[config.mk]
export PLATFORM = sky130hd
export DESIGN_NAME = temp_probe_threshold_switch
export DESIGN_NICKNAME = d
export VERILOG_FILES = /design/src/tpts_pkg.sv /design/src/tpts_fifo.sv /design/src/tpts_front.sv /design/src/tpts_back.sv /design/src/temp_probe_threshold_switch.sv
export SDC_FILE = /design/constraint.sdc
export NUM_CORES = 1
export LEC_CHECK = 0
export BUFFER_PORTS_ARGS = -buffer_cell sky130_fd_sc_hd__clkbuf_2
export CAP_MARGIN = 20
export CORE_ASPECT_RATIO = 0.9
export CORE_MARGIN = 2
export CORE_UTILIZATION = 60
export DETAILED_ROUTE_END_ITERATION = 10
export PLACE_DENSITY = 0.79
export SLEW_MARGIN = 20
export SYNTH_ARGS = -nofsm -noshare
export SYNTH_HDL_FRONTEND = slang
export SYNTH_SLANG_ARGS = --single-unit
[constraint.sdc]
create_clock -name clk -period 7.9 [get_ports clk]
set_input_delay 1.58 -clock clk [delete_from_list [all_inputs] [get_ports clk]]
set_output_delay 1.58 -clock clk [all_outputs]
set_load 0.01 [all_outputs]
[src/tpts_pkg.sv]
// Shared types, codes and constants for the temperature probe threshold switch.
// No dependencies; the front, back and top-level files import this package.
package tpts_pkg;

    localparam logic [1:0] ERR_NONE     = 2'd0;
    localparam logic [1:0] ERR_NO_PROBE = 2'd1;
    localparam logic [1:0] ERR_BAD_CRC  = 2'd2;
    localparam logic [1:0] ERR_FAMILY   = 2'd3;

    localparam logic [1:0] MODE_INSIDE  = 2'd0;
    localparam logic [1:0] MODE_ABOVE   = 2'd1;
    localparam logic [1:0] MODE_BELOW   = 2'd2;
    localparam logic [1:0] MODE_OUTSIDE = 2'd3;

    localparam logic [1:0] REG_USE_FAHRENHEIT = 2'd0;
    localparam logic [1:0] REG_LOW_TARGET     = 2'd1;
    localparam logic [1:0] REG_HIGH_TARGET    = 2'd2;
    localparam logic [1:0] REG_WINDOW_MODE    = 2'd3;

    localparam logic [7:0] FAMILY_A = 8'h10;
    localparam logic [7:0] FAMILY_B = 8'h28;
    localparam logic [7:0] CRC_POLY = 8'h8C;
    localparam int         CRC_BITS = 56;

    // -1000 degrees in sixteenths
    localparam logic signed [16:0] ERR_TEMP = -17'sd16000;
    // 32 degrees * 16 sixteenths * 5, added before the divide by 5
    localparam logic signed [19:0] FAHR_OFFSET = 20'sd2560;
    // floor(a / 5) == (a * DIV5_MUL) >> DIV5_SHIFT for every a below 2**19
    localparam logic [18:0] DIV5_MUL   = 19'd419431;
    localparam int          DIV5_SHIFT = 21;

    typedef struct packed {
        logic                use_fahrenheit;
        logic signed [16:0]  low_target;
        logic signed [16:0]  high_target;
        logic [1:0]          window_mode;
    } cfg_t;

    typedef struct packed {
        logic [1:0]          err;
        logic signed [15:0]  raw;
        logic                n_neg;
        logic [18:0]         n_abs;
    } front_item_t;

    typedef struct packed {
        logic signed [16:0]  temperature;
        logic [1:0]          error_code;
        logic                switch_on;
    } result_t;

    // CRC-8 contribution of ROM bit k alone; the CRC is linear with zero start,
    // so the full CRC is the XOR of the columns of the set bits.
    function automatic logic [7:0] crc_column(input int k);
        logic [7:0] crc;
        logic       mix;
        crc = 8'h00;
        for (int j = 0; j < CRC_BITS; j++)
        begin
            mix = crc[0] ^ (j == k);
            crc = crc >> 1;
            if (mix)
            begin
                crc = crc ^ CRC_POLY;
            end
        end
        return crc;
    endfunction

endpackage

[src/tpts_fifo.sv]
// Small first-word-fall-through queue, used between front and back and on the
// result side. Depends on nothing; DEPTH must be at least 2.
module tpts_fifo #(
    parameter int DEPTH = 4,
    parameter int WIDTH = 8
) (
    input  logic             clk,
    input  logic             rst_n,
    input  logic             wr_en,
    input  logic [WIDTH-1:0] wr_data,
    output logic             full,
    input  logic             rd_en,
    output logic [WIDTH-1:0] rd_data,
    output logic             empty
);

    localparam int PTR_W = $clog2(DEPTH);
    localparam int CNT_W = $clog2(DEPTH + 1);

    logic [WIDTH-1:0] mem_reg [DEPTH];
    logic [PTR_W-1:0] wr_ptr_reg, wr_ptr_next;
    logic [PTR_W-1:0] rd_ptr_reg, rd_ptr_next;
    logic [CNT_W-1:0] count_reg, count_next;
    logic             do_wr, do_rd;

    assign full    = (count_reg == CNT_W'(DEPTH));
    assign empty   = (count_reg == '0);
    assign do_wr   = wr_en && !full;
    assign do_rd   = rd_en && !empty;
    assign rd_data = mem_reg[rd_ptr_reg];

    always_comb
    begin
        wr_ptr_next = wr_ptr_reg;
        rd_ptr_next = rd_ptr_reg;
        count_next  = count_reg;
        if (do_wr)
        begin
            wr_ptr_next = (wr_ptr_reg == PTR_W'(DEPTH - 1)) ? '0 : wr_ptr_reg + 1'b1;
        end
        if (do_rd)
        begin
            rd_ptr_next = (rd_ptr_reg == PTR_W'(DEPTH - 1)) ? '0 : rd_ptr_reg + 1'b1;
        end
        if (do_wr && !do_rd)
        begin
            count_next = count_reg + 1'b1;
        end
        else if (do_rd && !do_wr)
        begin
            count_next = count_reg - 1'b1;
        end
    end

    always_ff @(posedge clk or negedge rst_n)
    begin
        if (!rst_n)
        begin
            wr_ptr_reg <= '0;
            rd_ptr_reg <= '0;
            count_reg  <= '0;
        end
        else
        begin
            wr_ptr_reg <= wr_ptr_next;
            rd_ptr_reg <= rd_ptr_next;
            count_reg  <= count_next;
        end
    end

    always_ff @(posedge clk)
    begin
        if (do_wr)
        begin
            mem_reg[wr_ptr_reg] <= wr_data;
        end
    end

endmodule

[src/tpts_front.sv]
// Front end: takes probe readings, checks ROM CRC and family, sets the error
// code and prepares the Fahrenheit dividend. Depends on tpts_pkg.
module tpts_front
    import tpts_pkg::*;
(
    input  logic               clk,
    input  logic               rst_n,
    input  logic               push,
    output logic               full,
    input  logic               probe_found,
    input  logic [63:0]        rom_code,
    input  logic signed [15:0] raw_reading,
    output logic               item_valid,
    input  logic               item_ready,
    output front_item_t        item
);

    logic        valid_reg, valid_next;
    front_item_t item_reg, item_next;
    logic        accept;
    logic [7:0]  crc;
    logic [7:0]  family;
    logic signed [19:0] raw_ext;
    logic signed [19:0] dividend;

    assign full       = valid_reg && !item_ready;
    assign accept     = push && !full;
    assign item_valid = valid_reg;
    assign item       = item_reg;
    assign family     = rom_code[7:0];

    always_comb
    begin
        crc = 8'h00;
        for (int k = 0; k < CRC_BITS; k++)
        begin
            if (rom_code[k])
            begin
                crc = crc ^ crc_column(k);
            end
        end
    end

    always_comb
    begin
        raw_ext  = 20'(raw_reading);
        dividend = (raw_ext <<< 3) + raw_ext + FAHR_OFFSET;

        item_next.raw   = raw_reading;
        item_next.n_neg = dividend[19];
        item_next.n_abs = dividend[19] ? 19'(-dividend) : dividend[18:0];

        if (!probe_found)
        begin
            item_next.err = ERR_NO_PROBE;
        end
        else if (crc != rom_code[63:56])
        begin
            item_next.err = ERR_BAD_CRC;
        end
        else if (family != FAMILY_A && family != FAMILY_B)
        begin
            item_next.err = ERR_FAMILY;
        end
        else
        begin
            item_next.err = ERR_NONE;
        end
    end

    always_comb
    begin
        if (accept)
        begin
            valid_next = 1'b1;
        end
        else if (item_ready)
        begin
            valid_next = 1'b0;
        end
        else
        begin
            valid_next = valid_reg;
        end
    end

    always_ff @(posedge clk or negedge rst_n)
    begin
        if (!rst_n)
        begin
            valid_reg <= 1'b0;
        end
        else
        begin
            valid_reg <= valid_next;
        end
    end

    always_ff @(posedge clk)
    begin
        if (accept)
        begin
            item_reg <= item_next;
        end
    end

endmodule

[src/tpts_back.sv]
// Back end: divides by 5 through a reciprocal multiply, picks the unit, applies
// the window mode and keeps the switch state. Depends on tpts_pkg.
module tpts_back
    import tpts_pkg::*;
(
    input  logic        clk,
    input  logic        rst_n,
    input  cfg_t        cfg,
    input  logic        in_valid,
    output logic        in_pop,
    input  front_item_t in_item,
    output logic        res_push,
    input  logic        res_full,
    output result_t     res
);

    localparam int PROD_W = 38;

    logic              s1_valid_reg, s1_valid_next;
    logic [1:0]        s1_err_reg;
    logic signed [15:0] s1_raw_reg;
    logic              s1_neg_reg;
    logic [PROD_W-1:0] prod_reg;
    logic              state_reg, state_next;
    logic [16:0]       quot;
    logic signed [16:0] temp;
    logic              below, above;

    assign res_push = s1_valid_reg && !res_full;
    assign in_pop   = in_valid && (!s1_valid_reg || !res_full);

    always_comb
    begin
        if (in_pop)
        begin
            s1_valid_next = 1'b1;
        end
        else if (res_push)
        begin
            s1_valid_next = 1'b0;
        end
        else
        begin
            s1_valid_next = s1_valid_reg;
        end
    end

    always_comb
    begin
        quot = prod_reg[DIV5_SHIFT +: 17];
        if (s1_err_reg != ERR_NONE)
        begin
            temp = ERR_TEMP;
        end
        else if (cfg.use_fahrenheit)
        begin
            // round toward zero: divide the magnitude, then restore the sign
            temp = s1_neg_reg ? -$signed(quot) : $signed(quot);
        end
        else
        begin
            temp = 17'(s1_raw_reg);
        end

        below = temp < cfg.low_target;
        above = temp > cfg.high_target;

        case (cfg.window_mode)
            MODE_INSIDE:
            begin
                state_next = !(below || above);
            end
            MODE_ABOVE:
            begin
                if (below)
                begin
                    state_next = 1'b0;
                end
                else if (above)
                begin
                    state_next = 1'b1;
                end
                else
                begin
                    state_next = state_reg;
                end
            end
            MODE_BELOW:
            begin
                if (below)
                begin
                    state_next = 1'b1;
                end
                else if (above)
                begin
                    state_next = 1'b0;
                end
                else
                begin
                    state_next = state_reg;
                end
            end
            default:
            begin
                state_next = below || above;
            end
        endcase

        res.temperature = temp;
        res.error_code  = s1_err_reg;
        res.switch_on   = state_next;
    end

    always_ff @(posedge clk or negedge rst_n)
    begin
        if (!rst_n)
        begin
            s1_valid_reg <= 1'b0;
            state_reg    <= 1'b0;
        end
        else
        begin
            s1_valid_reg <= s1_valid_next;
            if (res_push)
            begin
                state_reg <= state_next;
            end
        end
    end

    always_ff @(posedge clk)
    begin
        if (in_pop)
        begin
            s1_err_reg <= in_item.err;
            s1_raw_reg <= in_item.raw;
            s1_neg_reg <= in_item.n_neg;
            prod_reg   <= PROD_W'(in_item.n_abs) * PROD_W'(DIV5_MUL);
        end
    end

endmodule

[src/temp_probe_threshold_switch.sv]
// Temperature probe threshold switch, top level.
// Channels: readings enter on push/full (accepted when push is high and full is
// low); results leave on empty/pop, the oldest result shown while empty is low
// and taken when pop is high. Configuration writes use cfg_valid/cfg_ready with
// cfg_index and cfg_data; cfg_ready is always high. Write only while idle.
// Register indexes: 0 use_fahrenheit, 1 low_target, 2 high_target, 3 window_mode.
// Throughput: one reading per cycle, sustained, as long as results are popped.
// A pushed reading is held in the front register, then passes the front-to-back
// queue, the multiply stage and the result queue before it shows on the ports.
// The reciprocal multiply for the Fahrenheit divide sets the stage split.
// When the receiver stalls, the result queue fills, then the multiply stage and
// the middle queue hold, and full rises only once the front register is stuck.
// The switch state advances only as results enter the result queue, so stalls
// never change the result sequence.
// Reset clears all queues, the switch state (off) and the configuration to
// Fahrenheit with both bounds 0 and window mode inside-window.
// Depends on tpts_pkg, tpts_front, tpts_back and tpts_fifo.
module temp_probe_threshold_switch
    import tpts_pkg::*;
#(
    parameter int MID_DEPTH = 4,
    parameter int RES_DEPTH = 2
) (
    input  logic               clk,
    input  logic               rst_n,
    input  logic               push,
    output logic               full,
    input  logic               probe_found,
    input  logic [63:0]        rom_code,
    input  logic signed [15:0] raw_reading,
    output logic               empty,
    input  logic               pop,
    output logic signed [16:0] temperature,
    output logic [1:0]         error_code,
    output logic               switch_on,
    input  logic               cfg_valid,
    output logic               cfg_ready,
    input  logic [1:0]         cfg_index,
    input  logic [16:0]        cfg_data
);

    localparam int MID_W = $bits(front_item_t);
    localparam int RES_W = $bits(result_t);

    cfg_t        cfg_reg, cfg_next;
    logic        front_valid, mid_full, mid_empty, back_pop;
    front_item_t front_item, mid_item;
    logic        res_push, res_full;
    result_t     back_res, res_head;

    assign cfg_ready = 1'b1;

    always_comb
    begin
        cfg_next = cfg_reg;
        if (cfg_valid)
        begin
            case (cfg_index)
                REG_USE_FAHRENHEIT: cfg_next.use_fahrenheit = cfg_data[0];
                REG_LOW_TARGET:     cfg_next.low_target     = $signed(cfg_data);
                REG_HIGH_TARGET:    cfg_next.high_target    = $signed(cfg_data);
                REG_WINDOW_MODE:    cfg_next.window_mode    = cfg_data[1:0];
                default:            cfg_next = cfg_reg;
            endcase
        end
    end

    always_ff @(posedge clk or negedge rst_n)
    begin
        if (!rst_n)
        begin
            cfg_reg.use_fahrenheit <= 1'b1;
            cfg_reg.low_target     <= '0;
            cfg_reg.high_target    <= '0;
            cfg_reg.window_mode    <= MODE_INSIDE;
        end
        else
        begin
            cfg_reg <= cfg_next;
        end
    end

    tpts_front u_front (
        .clk         (clk),
        .rst_n       (rst_n),
        .push        (push),
        .full        (full),
        .probe_found (probe_found),
        .rom_code    (rom_code),
        .raw_reading (raw_reading),
        .item_valid  (front_valid),
        .item_ready  (!mid_full),
        .item        (front_item)
    );

    tpts_fifo #(
        .DEPTH (MID_DEPTH),
        .WIDTH (MID_W)
    ) u_mid_fifo (
        .clk     (clk),
        .rst_n   (rst_n),
        .wr_en   (front_valid),
        .wr_data (front_item),
        .full    (mid_full),
        .rd_en   (back_pop),
        .rd_data (mid_item),
        .empty   (mid_empty)
    );

    tpts_back u_back (
        .clk      (clk),
        .rst_n    (rst_n),
        .cfg      (cfg_reg),
        .in_valid (!mid_empty),
        .in_pop   (back_pop),
        .in_item  (mid_item),
        .res_push (res_push),
        .res_full (res_full),
        .res      (back_res)
    );

    tpts_fifo #(
        .DEPTH (RES_DEPTH),
        .WIDTH (RES_W)
    ) u_res_fifo (
        .clk     (clk),
        .rst_n   (rst_n),
        .wr_en   (res_push),
        .wr_data (back_res),
        .full    (res_full),
        .rd_en   (pop),
        .rd_data (res_head),
        .empty   (empty)
    );

    assign temperature = res_head.temperature;
    assign error_code  = res_head.error_code;
    assign switch_on   = res_head.switch_on;

endmodule
==> run metrics, run 1 <==
status completed; Buf/Inv on CP 2; WP data arrival 7.41 ns; Post-synth EDFFs between 200 and 300; startpoint types register; htree depth 1; routed len/inst 19.1 um; Synth Cell Area approximately 21000 um^2; share of cells above drive strength 1 approximately 16%; postcts setup bufs 0; r2r worst-path depth 19; row count 65; DR vias/cell between 5 and 6; area grow syn2layout 10.2%; CTS root buf clkbuf_16; worst rel slew slack a little under a third; CTS Hold Bufs 0; leading area contributor after synthesis edfxtp_1; Synth Instances between 1500 and 2000; crit path max fanout 19; die width 203 um; post-synthesis sequential area ratio between 40% and 50%; largest net degree at the start of global routing between 50 and 60; 1st-pass router iterations 5; hold slack ~0.5 ns; Synth Net Count 2162; Setup TNS 0 ns; Gates resized, CTS repair 0; reg2reg end u_back.prod_reg[36]$_DFFE_PP_; final period utilization 90.0%; CTS Buffer Depth 3; vias in the first global route between 10000 and 15000; reg-to-reg slack, setup approximately 0.8 ns; post-route design area 23600 um^2; I/O Pins roughly 130; ANT cells 0; DIE AREA ~37000 um^2; CTS sink cnt around 310; delay-heaviest family, CP adder cells; clock-pin slew on the worst setup and hold paths roughly 0.07 ns; Slew @ Worst Pin between 1 and 1.5 ns; FMAX between 100 and 150 MHz; most common cell after layout, fill and taps aside inv_1; Main synth FF type edfxtp_1; Port-buffer cells 126; max-cap violation count 0; TritonCTS Buffers 30; first-pass GRT wire length 70.9 mm; commonest non-fill, non-tap cells in the layout inv_1, edfxtp_1, ha_1; top cells by area, synth edfxtp_1, ha_1, fa_1, dfrtp_1, xnor2_1; max reg flops about 150; synth warn 0; Yosys cell types 71; Antenna Violating Nets Remaining 0; Hold EP u_res_fifo.mem_reg[0][1]$_DFFE_PP_; setup repair after global routing missed its margin no; FF-to-FF Start u_mid_fifo.rd_ptr_reg[0]$_DFFE_PN0P_; # setup viols final 0; Final Hold Fails 0; CP required a little over 8 ns; Slowest-stage cell, CP dfrtp_2; Hold Path Depth 0; GRT Util Overall about a quarter; via count 13000; initial antenna violation count 0; Mean Syn Cell Area roughly 13 um^2; CTS tree built; critical path's most frequent cell fa_1; critical path type reg2reg; placed standard-cell area 22700 um^2; Critical Path End Type register; Iteration-0 DRC Markers 947; crit-path cells mux4_2 > ha_1 > fa_1 > inv_1 > fa_1 > fa_1 > fa_1 > fa_1 > inv_1 > ha_1 > a21oi_1 > o21bai_1 > a211oi_1 > a221o_1 > or2_2 > o21ai_1 > a41oi_1 > nor2b_1 > xnor2_1; Hold Startpoint u_back.s1_err_reg[0]$_DFFE_PP_; Min-Delay Path Class reg2reg; GP Congestion a little over 0.9; Final Skew approximately 0.022 ns; global route overflow 0; Total Nets Final between 2000 and 2500; synthesized flop and latch total 312; top cell type's share of synthesized area approximately 37%; Skew-Pair Late Insertion Delay approximately 0.56 ns; max incr delay on CP around 0.76 ns; Detailed Place HPWL 34.8 mm; final wirelength approximately 44 mm; # DRC 0; Initial Utilization around three fifths; CORE AREA around 35000 um^2; Final Critical Period 7.11 ns; fin. max-slew vios 0; Async S/R FF share, synth between 10% and 20%; Die Ht 183 um; CP Launch Point u_mid_fifo.rd_ptr_reg[0]$_DFFE_PN0P_
-- cell families (layout without fill, tap and decap cells) --
kind of cell,Yosys count,in the layout,synth area share (%)
xor gates and xnor gates,189,189,7.76
and+or+nand+nor,195,195,4.53
buffers and inverters,345,515,6.09
AOI/OAI and AO/OA,174,174,5.51
other,1,1,0.0175
DFF,312,312,42.5
adders and majority gates,370,370,26.4
muxes,101,101,7.23
-- per-layer routing --
layer,global-route usage [%],share of wire [%],vias to the layer above
li1,-,-,6092
met1,34.9,44,6455
met2,40.4,47,396
met3,4.57,6.6,50
met4,4.70,1.5,0
met5,0,0,-
-- cells in the mapped netlist (3+ instances only) --
cell type and instances:
inv_1 323, edfxtp_1 261, ha_1 234, xnor2_1 142, fa_1 136, mux2_2 60
nor2_1 55, dfrtp_1 50, xor2_1 46, nand2_1 45, mux4_2 37, o21ai_0 35
a21oi_1 34, a21o_1 19, a211oi_1 15, clkbuf_1 15, nor3_1 14, nand3_1 12
and2_1 9, nand4_1 8, nor2b_1 8, o31ai_1 8, a31oi_1 7, and3_1 7
o211ai_1 7, o21a_1 7, nand2b_1 6, or2_2 6, or3_1 6, a21oi_2 5
buf_1 4, o2111ai_1 4, a41oi_1 3, mux2i_1 3, o21ai_1 3, o21bai_1 3
or4_1 3
-- stage by stage --
step / setup slack (ns) / util, % / instances
2_1_floorplan: 0.764 / - / 1687
3_5_place_dp: 0.813 / 64.5 / 2271
6_report: 0.789 / 67.3 / 2326
3_3_place_gp: 0.933 / 64.5 / 2271
4_1_cts: 0.725 / 67.3 / 2326
5_1_grt: 0.351 / 67.3 / 2326
-- area by class of cell --
cell class	instances	area, um^2
Multi-Input combinational cell	1030	11000
Tap cell	469	587
Inverter	324	1220
Clock buffer	38	801
Fill cell	2600	11500
Sequential cell	312	9120
Clock inverter	17	159
Timing Repair Buffer	136	706
-- worst max-delay path by stage --
stage | slack (ns) | cells past startpoint | endpoint
2_1_floorplan | 0.76 | 21 | u_back.prod_reg[36]$_DFFE_PP_
3_3_place_gp | 0.93 | 19 | u_back.prod_reg[37]$_DFFE_PP_
3_5_place_dp | 0.81 | 19 | u_back.prod_reg[37]$_DFFE_PP_
4_1_cts | 0.73 | 19 | u_back.prod_reg[36]$_DFFE_PP_
5_1_grt | 0.35 | 21 | u_back.prod_reg[30]$_DFFE_PP_
6_report | 0.79 | 19 | u_back.prod_reg[36]$_DFFE_PP_
Power of run 1 is left out: the tool's default activity adds up to more than one toggle a clock period on the data nets, which glitch-free logic cannot reach.
==> inputs of run 2 (changes only) <==
--- a/config.mk
+++ b/config.mk
@@ -5,13 +5,16 @@
 export SDC_FILE = /design/constraint.sdc
 export NUM_CORES = 1
 export LEC_CHECK = 0
+export ABC_CLOCK_PERIOD_IN_PS = 7900
 export BUFFER_PORTS_ARGS = -buffer_cell sky130_fd_sc_hd__clkbuf_2
 export CAP_MARGIN = 20
 export CORE_ASPECT_RATIO = 0.9
 export CORE_MARGIN = 2
 export CORE_UTILIZATION = 60
 export DETAILED_ROUTE_END_ITERATION = 10
+export MAX_ROUTING_LAYER = met4
 export PLACE_DENSITY = 0.79
+export RECOVER_POWER = 25
 export SLEW_MARGIN = 20
 export SYNTH_ARGS = -nofsm -noshare
 export SYNTH_HDL_FRONTEND = slang
==> run 2 against run 1 <==
- maximum frequency down 0.57%
- cell area down 0.19%
- first-iteration DRC count down 10%
- worst setup slack worse by 0.041 ns
- utilization down 0.13 points
- critical path depth unchanged
- flip-flop and latch count unchanged
- worst hold slack better by 0.0011 ns
- routed wire length down 0.22%
==> run metrics, run 2 (same netlist as run 1, synthesis figures left out) <==
Critical Path End Type register (unchanged); fin cells 2324 (was 2326); CTS root buf clkbuf_16 (unchanged); Setup TNS 0 ns (unchanged); final wirelength 44.3 mm (was 44.4 mm); final period utilization 90.5% (was 90.0%); critical path capture point u_back.prod_reg[37]$_DFFE_PP_ (was u_back.prod_reg[36]$_DFFE_PP_); CP required 8.22 ns (was 8.20 ns); # setup viols final 0 (unchanged); Port-buffer cells 126 (unchanged); vias in the first global route 13400 (was 13500); CTS tree built (unchanged); r2r worst-path depth 19 (unchanged); CTS Buffer Depth 3 (unchanged); WP data arrival 7.47 ns (was 7.41 ns); htree depth 1 (unchanged); CTS sink cnt 312 (unchanged); I/O Pins 128 (unchanged); clock-pin slew on the worst setup and hold paths 0.07 ns (about the same); TritonCTS Buffers 30 (unchanged); crit path max fanout 19 (unchanged); GRT Util Overall 25.4% (was 24.7%); initial antenna violation count 1 (was 0); critical path type reg2reg (unchanged); max-cap violation count 0 (unchanged); postcts setup bufs 0 (unchanged); Skew-Pair Late Insertion Delay 0.56 ns (about the same); global route overflow 0 (unchanged); share of cells above drive strength 1 15.6% (was 16.3%); Post-Place Cells 2271 (unchanged); # DRC 0 (unchanged); first-pass GRT wire length 70.8 mm (was 70.9 mm); hold slack 0.493 ns (was 0.492 ns); Die Ht 183 um (unchanged); row count 65 (unchanged); DR vias/cell 5.55 (was 5.59); die width 203 um (unchanged); Iteration-0 DRC Markers 850 (was 947); worst rel slew slack 28.6% (was 30.5%); startpoint types register (unchanged); Gates resized, CTS repair 0 (unchanged); FF-to-FF Start u_mid_fifo.rd_ptr_reg[0]$_DFFE_PN0P_ (unchanged); reg2reg end u_back.prod_reg[37]$_DFFE_PP_ (was u_back.prod_reg[36]$_DFFE_PP_); Final Hold Fails 0 (unchanged); Slew @ Worst Pin 1.07 ns (was 1.04 ns); most common cell after layout, fill and taps aside inv_1 (unchanged); 1st-pass router iterations 5 (unchanged); setup repair after global routing missed its margin no (unchanged); largest net degree at the start of global routing 52 (unchanged); GP Congestion 0.962 (was 0.919); Initial Utilization 61.0% (unchanged); max incr delay on CP 0.77 ns (was 0.76 ns); Slowest-stage cell, CP dfrtp_2 (unchanged); Antenna Violating Nets Remaining 0 (unchanged); critical path's most frequent cell fa_1 (unchanged); reg-to-reg slack, setup 0.75 ns (was 0.79 ns); status completed (unchanged); commonest non-fill, non-tap cells in the layout inv_1, edfxtp_1, ha_1 (unchanged); Min-Delay Path Class reg2reg (unchanged); Final Skew 0.0140 ns (was 0.0220 ns); Total Nets Final 2309 (unchanged); crit-path cells mux4_2 > ha_1 > fa_1 > inv_1 > fa_1 > fa_1 > fa_1 > fa_1 > inv_1 > ha_1 > a21oi_1 > o21bai_1 > a211oi_1 > o211ai_1 > a21oi_1 > o21ai_1 > a41oi_1 > nor2_1 > a211o_1 (was mux4_2 > ha_1 > fa_1 > inv_1 > fa_1 > fa_1 > fa_1 > fa_1 > inv_1 > ha_1 > a21oi_1 > o21bai_1 > a211oi_1 > a221o_1 > or2_2 > o21ai_1 > a41oi_1 > nor2b_1 > xnor2_1); area grow syn2layout 9.98% (was 10.2%); fill count 2543 (was 2600); FMAX 140 MHz (was 141 MHz); fin. max-slew vios 0 (unchanged); CTS Hold Bufs 0 (unchanged); CP Launch Point u_mid_fifo.rd_ptr_reg[0]$_DFFE_PN0P_ (unchanged); DIE AREA 37300 um^2 (unchanged); routed len/inst 19.0 um (was 19.1 um); max reg flops 148 (unchanged); CORE AREA 35100 um^2 (unchanged); Final Critical Period 7.15 ns (was 7.11 ns); Detailed Place HPWL 34.8 mm (about the same); via count 12900 (was 13000)
[run 2: layout make-up]
class	count	area, um^2	area share, %
Antenna cell	1	2.50	0.0106
Clock buffer	37	798	3.38
Clock inverter	15	123	0.520
Inverter	324	1220	5.16
Multi-Input combinational cell	1030	11000	46.8
Sequential cell	312	9120	38.7
Tap cell	469	587	2.49
Timing Repair Buffer	136	697	2.96
[run 2: worst max-delay path: cells and delay by family, from the launching register on]
kind | cells | cell delay [ns]
AOI/OAI and AO/OA | 8 | 1.74
buffers and inverters | 2 | 0.13
DFF | 1 | 0.77
and+or+nand+nor | 1 | 0.10
muxes | 1 | 0.66
adders and majority gates | 7 | 3.50
[run 2: how the worst min path moves through the flow]
stage	start	to	slack, ns	depth (start not counted)
3_3_place_gp	u_front.item[6]$_DFFE_PP_	u_mid_fifo.mem_reg[2][6]$_DFFE_PP_	0.47	0
4_1_cts	u_front.item[0]$_DFFE_PP_	u_mid_fifo.mem_reg[3][20]$_DFFE_PP_	0.50	0
3_5_place_dp	u_front.item[0]$_DFFE_PP_	u_mid_fifo.mem_reg[3][20]$_DFFE_PP_	0.49	0
2_1_floorplan	u_res_fifo.wr_ptr_reg$_DFFE_PN0P_	u_res_fifo.wr_ptr_reg$_DFFE_PN0P_	0.46	1
5_1_grt	u_front.item[0]$_DFFE_PP_	u_mid_fifo.mem_reg[3][20]$_DFFE_PP_	0.50	0
6_report	u_front.item[0]$_DFFE_PP_	u_mid_fifo.mem_reg[3][20]$_DFFE_PP_	0.49	0
[run 2: stage by stage]
stage / cell area, um^2 / utilization (%) / setup WS (ns)
2_1_floorplan: 21400 / - / 0.764
3_3_place_gp: 22700 / 64.5 / 0.930
3_5_place_dp: 22700 / 64.5 / 0.749
4_1_cts: 23600 / 67.1 / 0.713
5_1_grt: 23600 / 67.1 / 0.296
6_report: 23600 / 67.1 / 0.748
[run 2: routing by layer]
layer / up-vias / routed length, um / GRT usage [%] / share of wire, %
li1: 6071 / - / - / -
met1: 6441 / 20100 / 35.6 / 46
met2: 347 / 20700 / 39.8 / 47
met3: 49 / 2660 / 4.25 / 6.0
met4: 0 / 717 / 4.91 / 1.6
met5: - / 0 / - / 0
Power of run 2 is left out for the same reason.
==> inputs of run 3 (changes only) <==
--- a/config.mk
+++ b/config.mk
@@ -13,7 +13,7 @@
 export CORE_UTILIZATION = 60
 export DETAILED_ROUTE_END_ITERATION = 10
 export MAX_ROUTING_LAYER = met4
-export PLACE_DENSITY = 0.79
+export PLACE_DENSITY_LB_ADDON = 0.3
 export RECOVER_POWER = 25
 export SLEW_MARGIN = 20
 export SYNTH_ARGS = -nofsm -noshare
==> run 3 against run 2 <==
- cell count grew 0.17%
- cell area grew 0.75%
- routed wire length grew 1.4%
- non-clock buffer count grew 1
- clock-buffer cell count is the same
- worst hold slack gained 0.011 ns
- first-iteration DRC count grew 2.5%
- global-route usage grew 0.45 points
- clock skew shrank 0.0021 ns
==> run metrics, run 3 (same netlist as run 1, synthesis figures left out) <==
Iteration-0 DRC Markers 871 (was 850); share of cells above drive strength 1 16.3% (was 15.6%); WP data arrival 7.48 ns (was 7.47 ns); DR vias/cell 5.53 (was 5.55); worst rel slew slack 29.0% (was 28.6%); CP required 8.21 ns (was 8.22 ns); first-pass GRT wire length 72.0 mm (was 70.8 mm); via count 12900 (about the same); CTS root buf clkbuf_16 (unchanged); FMAX 139 MHz (was 140 MHz); Skew-Pair Late Insertion Delay 0.56 ns (about the same); Port-buffer cells 126 (unchanged); routed len/inst 19.3 um (was 19.0 um); CP Launch Point u_mid_fifo.rd_ptr_reg[0]$_DFFE_PN0P_ (unchanged); setup repair after global routing missed its margin no (unchanged); CTS Buffer Depth 3 (unchanged); Detailed Place HPWL 35.5 mm (was 34.8 mm); die width 203 um (unchanged); DIE AREA 37300 um^2 (unchanged); Min-Delay Path Class reg2reg (unchanged); row count 65 (unchanged); CTS sink cnt 312 (unchanged); # DRC 0 (unchanged); Final Skew 0.0119 ns (was 0.0140 ns); Gates resized, CTS repair 0 (unchanged); reg2reg end u_back.prod_reg[37]$_DFFE_PP_ (unchanged); CORE AREA 35100 um^2 (unchanged); vias in the first global route 13400 (about the same); Antenna Violating Nets Remaining 0 (unchanged); critical path type reg2reg (unchanged); Final Critical Period 7.17 ns (was 7.15 ns); GRT Util Overall 25.8% (was 25.4%); startpoint types register (unchanged); I/O Pins 128 (unchanged); max reg flops 148 (unchanged); global route overflow 0 (unchanged); Critical Path End Type register (unchanged); area grow syn2layout 10.8% (was 9.98%); commonest non-fill, non-tap cells in the layout inv_1, edfxtp_1, ha_1 (unchanged); status completed (unchanged); 1st-pass router iterations 5 (unchanged); Setup TNS 0 ns (unchanged); max-cap violation count 0 (unchanged); fin. max-slew vios 0 (unchanged); # setup viols final 0 (unchanged); largest net degree at the start of global routing 52 (unchanged); final period utilization 90.7% (was 90.5%); initial antenna violation count 0 (was 1); CTS Hold Bufs 0 (unchanged); crit path max fanout 17 (was 19); critical path capture point u_back.prod_reg[37]$_DFFE_PP_ (unchanged); TritonCTS Buffers 30 (unchanged); Slew @ Worst Pin 1.06 ns (was 1.07 ns); r2r worst-path depth 19 (unchanged); postcts setup bufs 0 (unchanged); final wirelength 44.9 mm (was 44.3 mm); FF-to-FF Start u_mid_fifo.rd_ptr_reg[0]$_DFFE_PN0P_ (unchanged); CTS tree built (unchanged); clock-pin slew on the worst setup and hold paths 0.06 ns (was 0.07 ns); Die Ht 183 um (unchanged); Total Nets Final 2310 (was 2309); reg-to-reg slack, setup 0.73 ns (was 0.75 ns); Final Hold Fails 0 (unchanged); htree depth 1 (unchanged); most common cell after layout, fill and taps aside inv_1 (unchanged); GP Congestion 0.923 (was 0.962); ANT cells 0 (was 1); Initial Utilization 61.0% (unchanged)
==> run 3: cell types whose count changed in the layout (fill, tap and decap cells not counted) <==
cell        change
clkinv_4        +1
clkinvlp_4      +1
clkbuf_1        -4
clkinv_1        -4
clkbuf_8        +4
buf_4           +1
bufinv_16       +4
diode_2         -1
clkinv_2        +2
==> run 3: worst min-delay path by stage <==
stage / end / slack (ns) / startpoint / cells after the start
finish: u_mid_fifo.mem_reg[1][26]$_DFFE_PP_ / 0.50 / u_front.item[26]$_DFFE_PP_ / 0
global route: cfg_reg[24]$_DFFE_PN0P_ / 0.53 / cfg_reg[24]$_DFFE_PN0P_ / 1
CTS: u_mid_fifo.mem_reg[1][13]$_DFFE_PP_ / 0.51 / u_front.item[13]$_DFFE_PP_ / 0
detailed placement: u_mid_fifo.mem_reg[0][9]$_DFFE_PP_ / 0.48 / u_front.item[9]$_DFFE_PP_ / 0
global placement: u_mid_fifo.mem_reg[2][9]$_DFFE_PP_ / 0.47 / u_front.item[9]$_DFFE_PP_ / 0
floorplan: u_res_fifo.wr_ptr_reg$_DFFE_PN0P_ / 0.46 / u_res_fifo.wr_ptr_reg$_DFFE_PN0P_ / 1
==> run 3: layout make-up <==
class	count	area [um^2]
well taps	469	587
fillers	2539	11400
clock buffers	37	838
inverters	324	1220
multi-input cells	1030	11000
flip-flops and latches	312	9120
repair buffers	137	704
clock inverters	19	254
==> run 3: metal layers <==
layer  part of all wire (%)  GRT usage (%)  wire, um
met5                      0              -         0
met1                     46           37.5     20500
met2                     46           39.7     20700
met4                    1.5           4.18       671
met3                    6.5           3.94      2930
==> run 3: metrics by stage <==
stage          setup WS, ns  instances  cell area [um^2]  hold WS, ns  utilization (%)
6_report              0.731       2328             23800        0.504             67.6
3_3_place_gp          0.971       2272             22700        0.470             64.5
2_1_floorplan         0.764       1687             21400        0.456                -
4_1_cts               0.740       2328             23800        0.507             67.6
3_5_place_dp          0.766       2272             22700        0.483             64.5
5_1_grt               0.373       2328             23800        0.526             67.6
==> run 3: critical path, cell delays in order, from the launching register on <==
cell	delay [ns]
dfrtp_2	0.72
mux4_2	0.67
ha_1	0.40
fa_1	0.58
inv_1	0.07
fa_1	0.50
fa_1	0.53
fa_1	0.52
fa_1	0.56
inv_1	0.05
ha_1	0.38
a21oi_1	0.21
o21bai_1	0.08
a211oi_1	0.44
o211ai_1	0.18
a21oi_1	0.21
o21ai_1	0.13
a41oi_1	0.35
nor2_1	0.09
a211o_1	0.22
Power of run 3 is left out for the same reason.
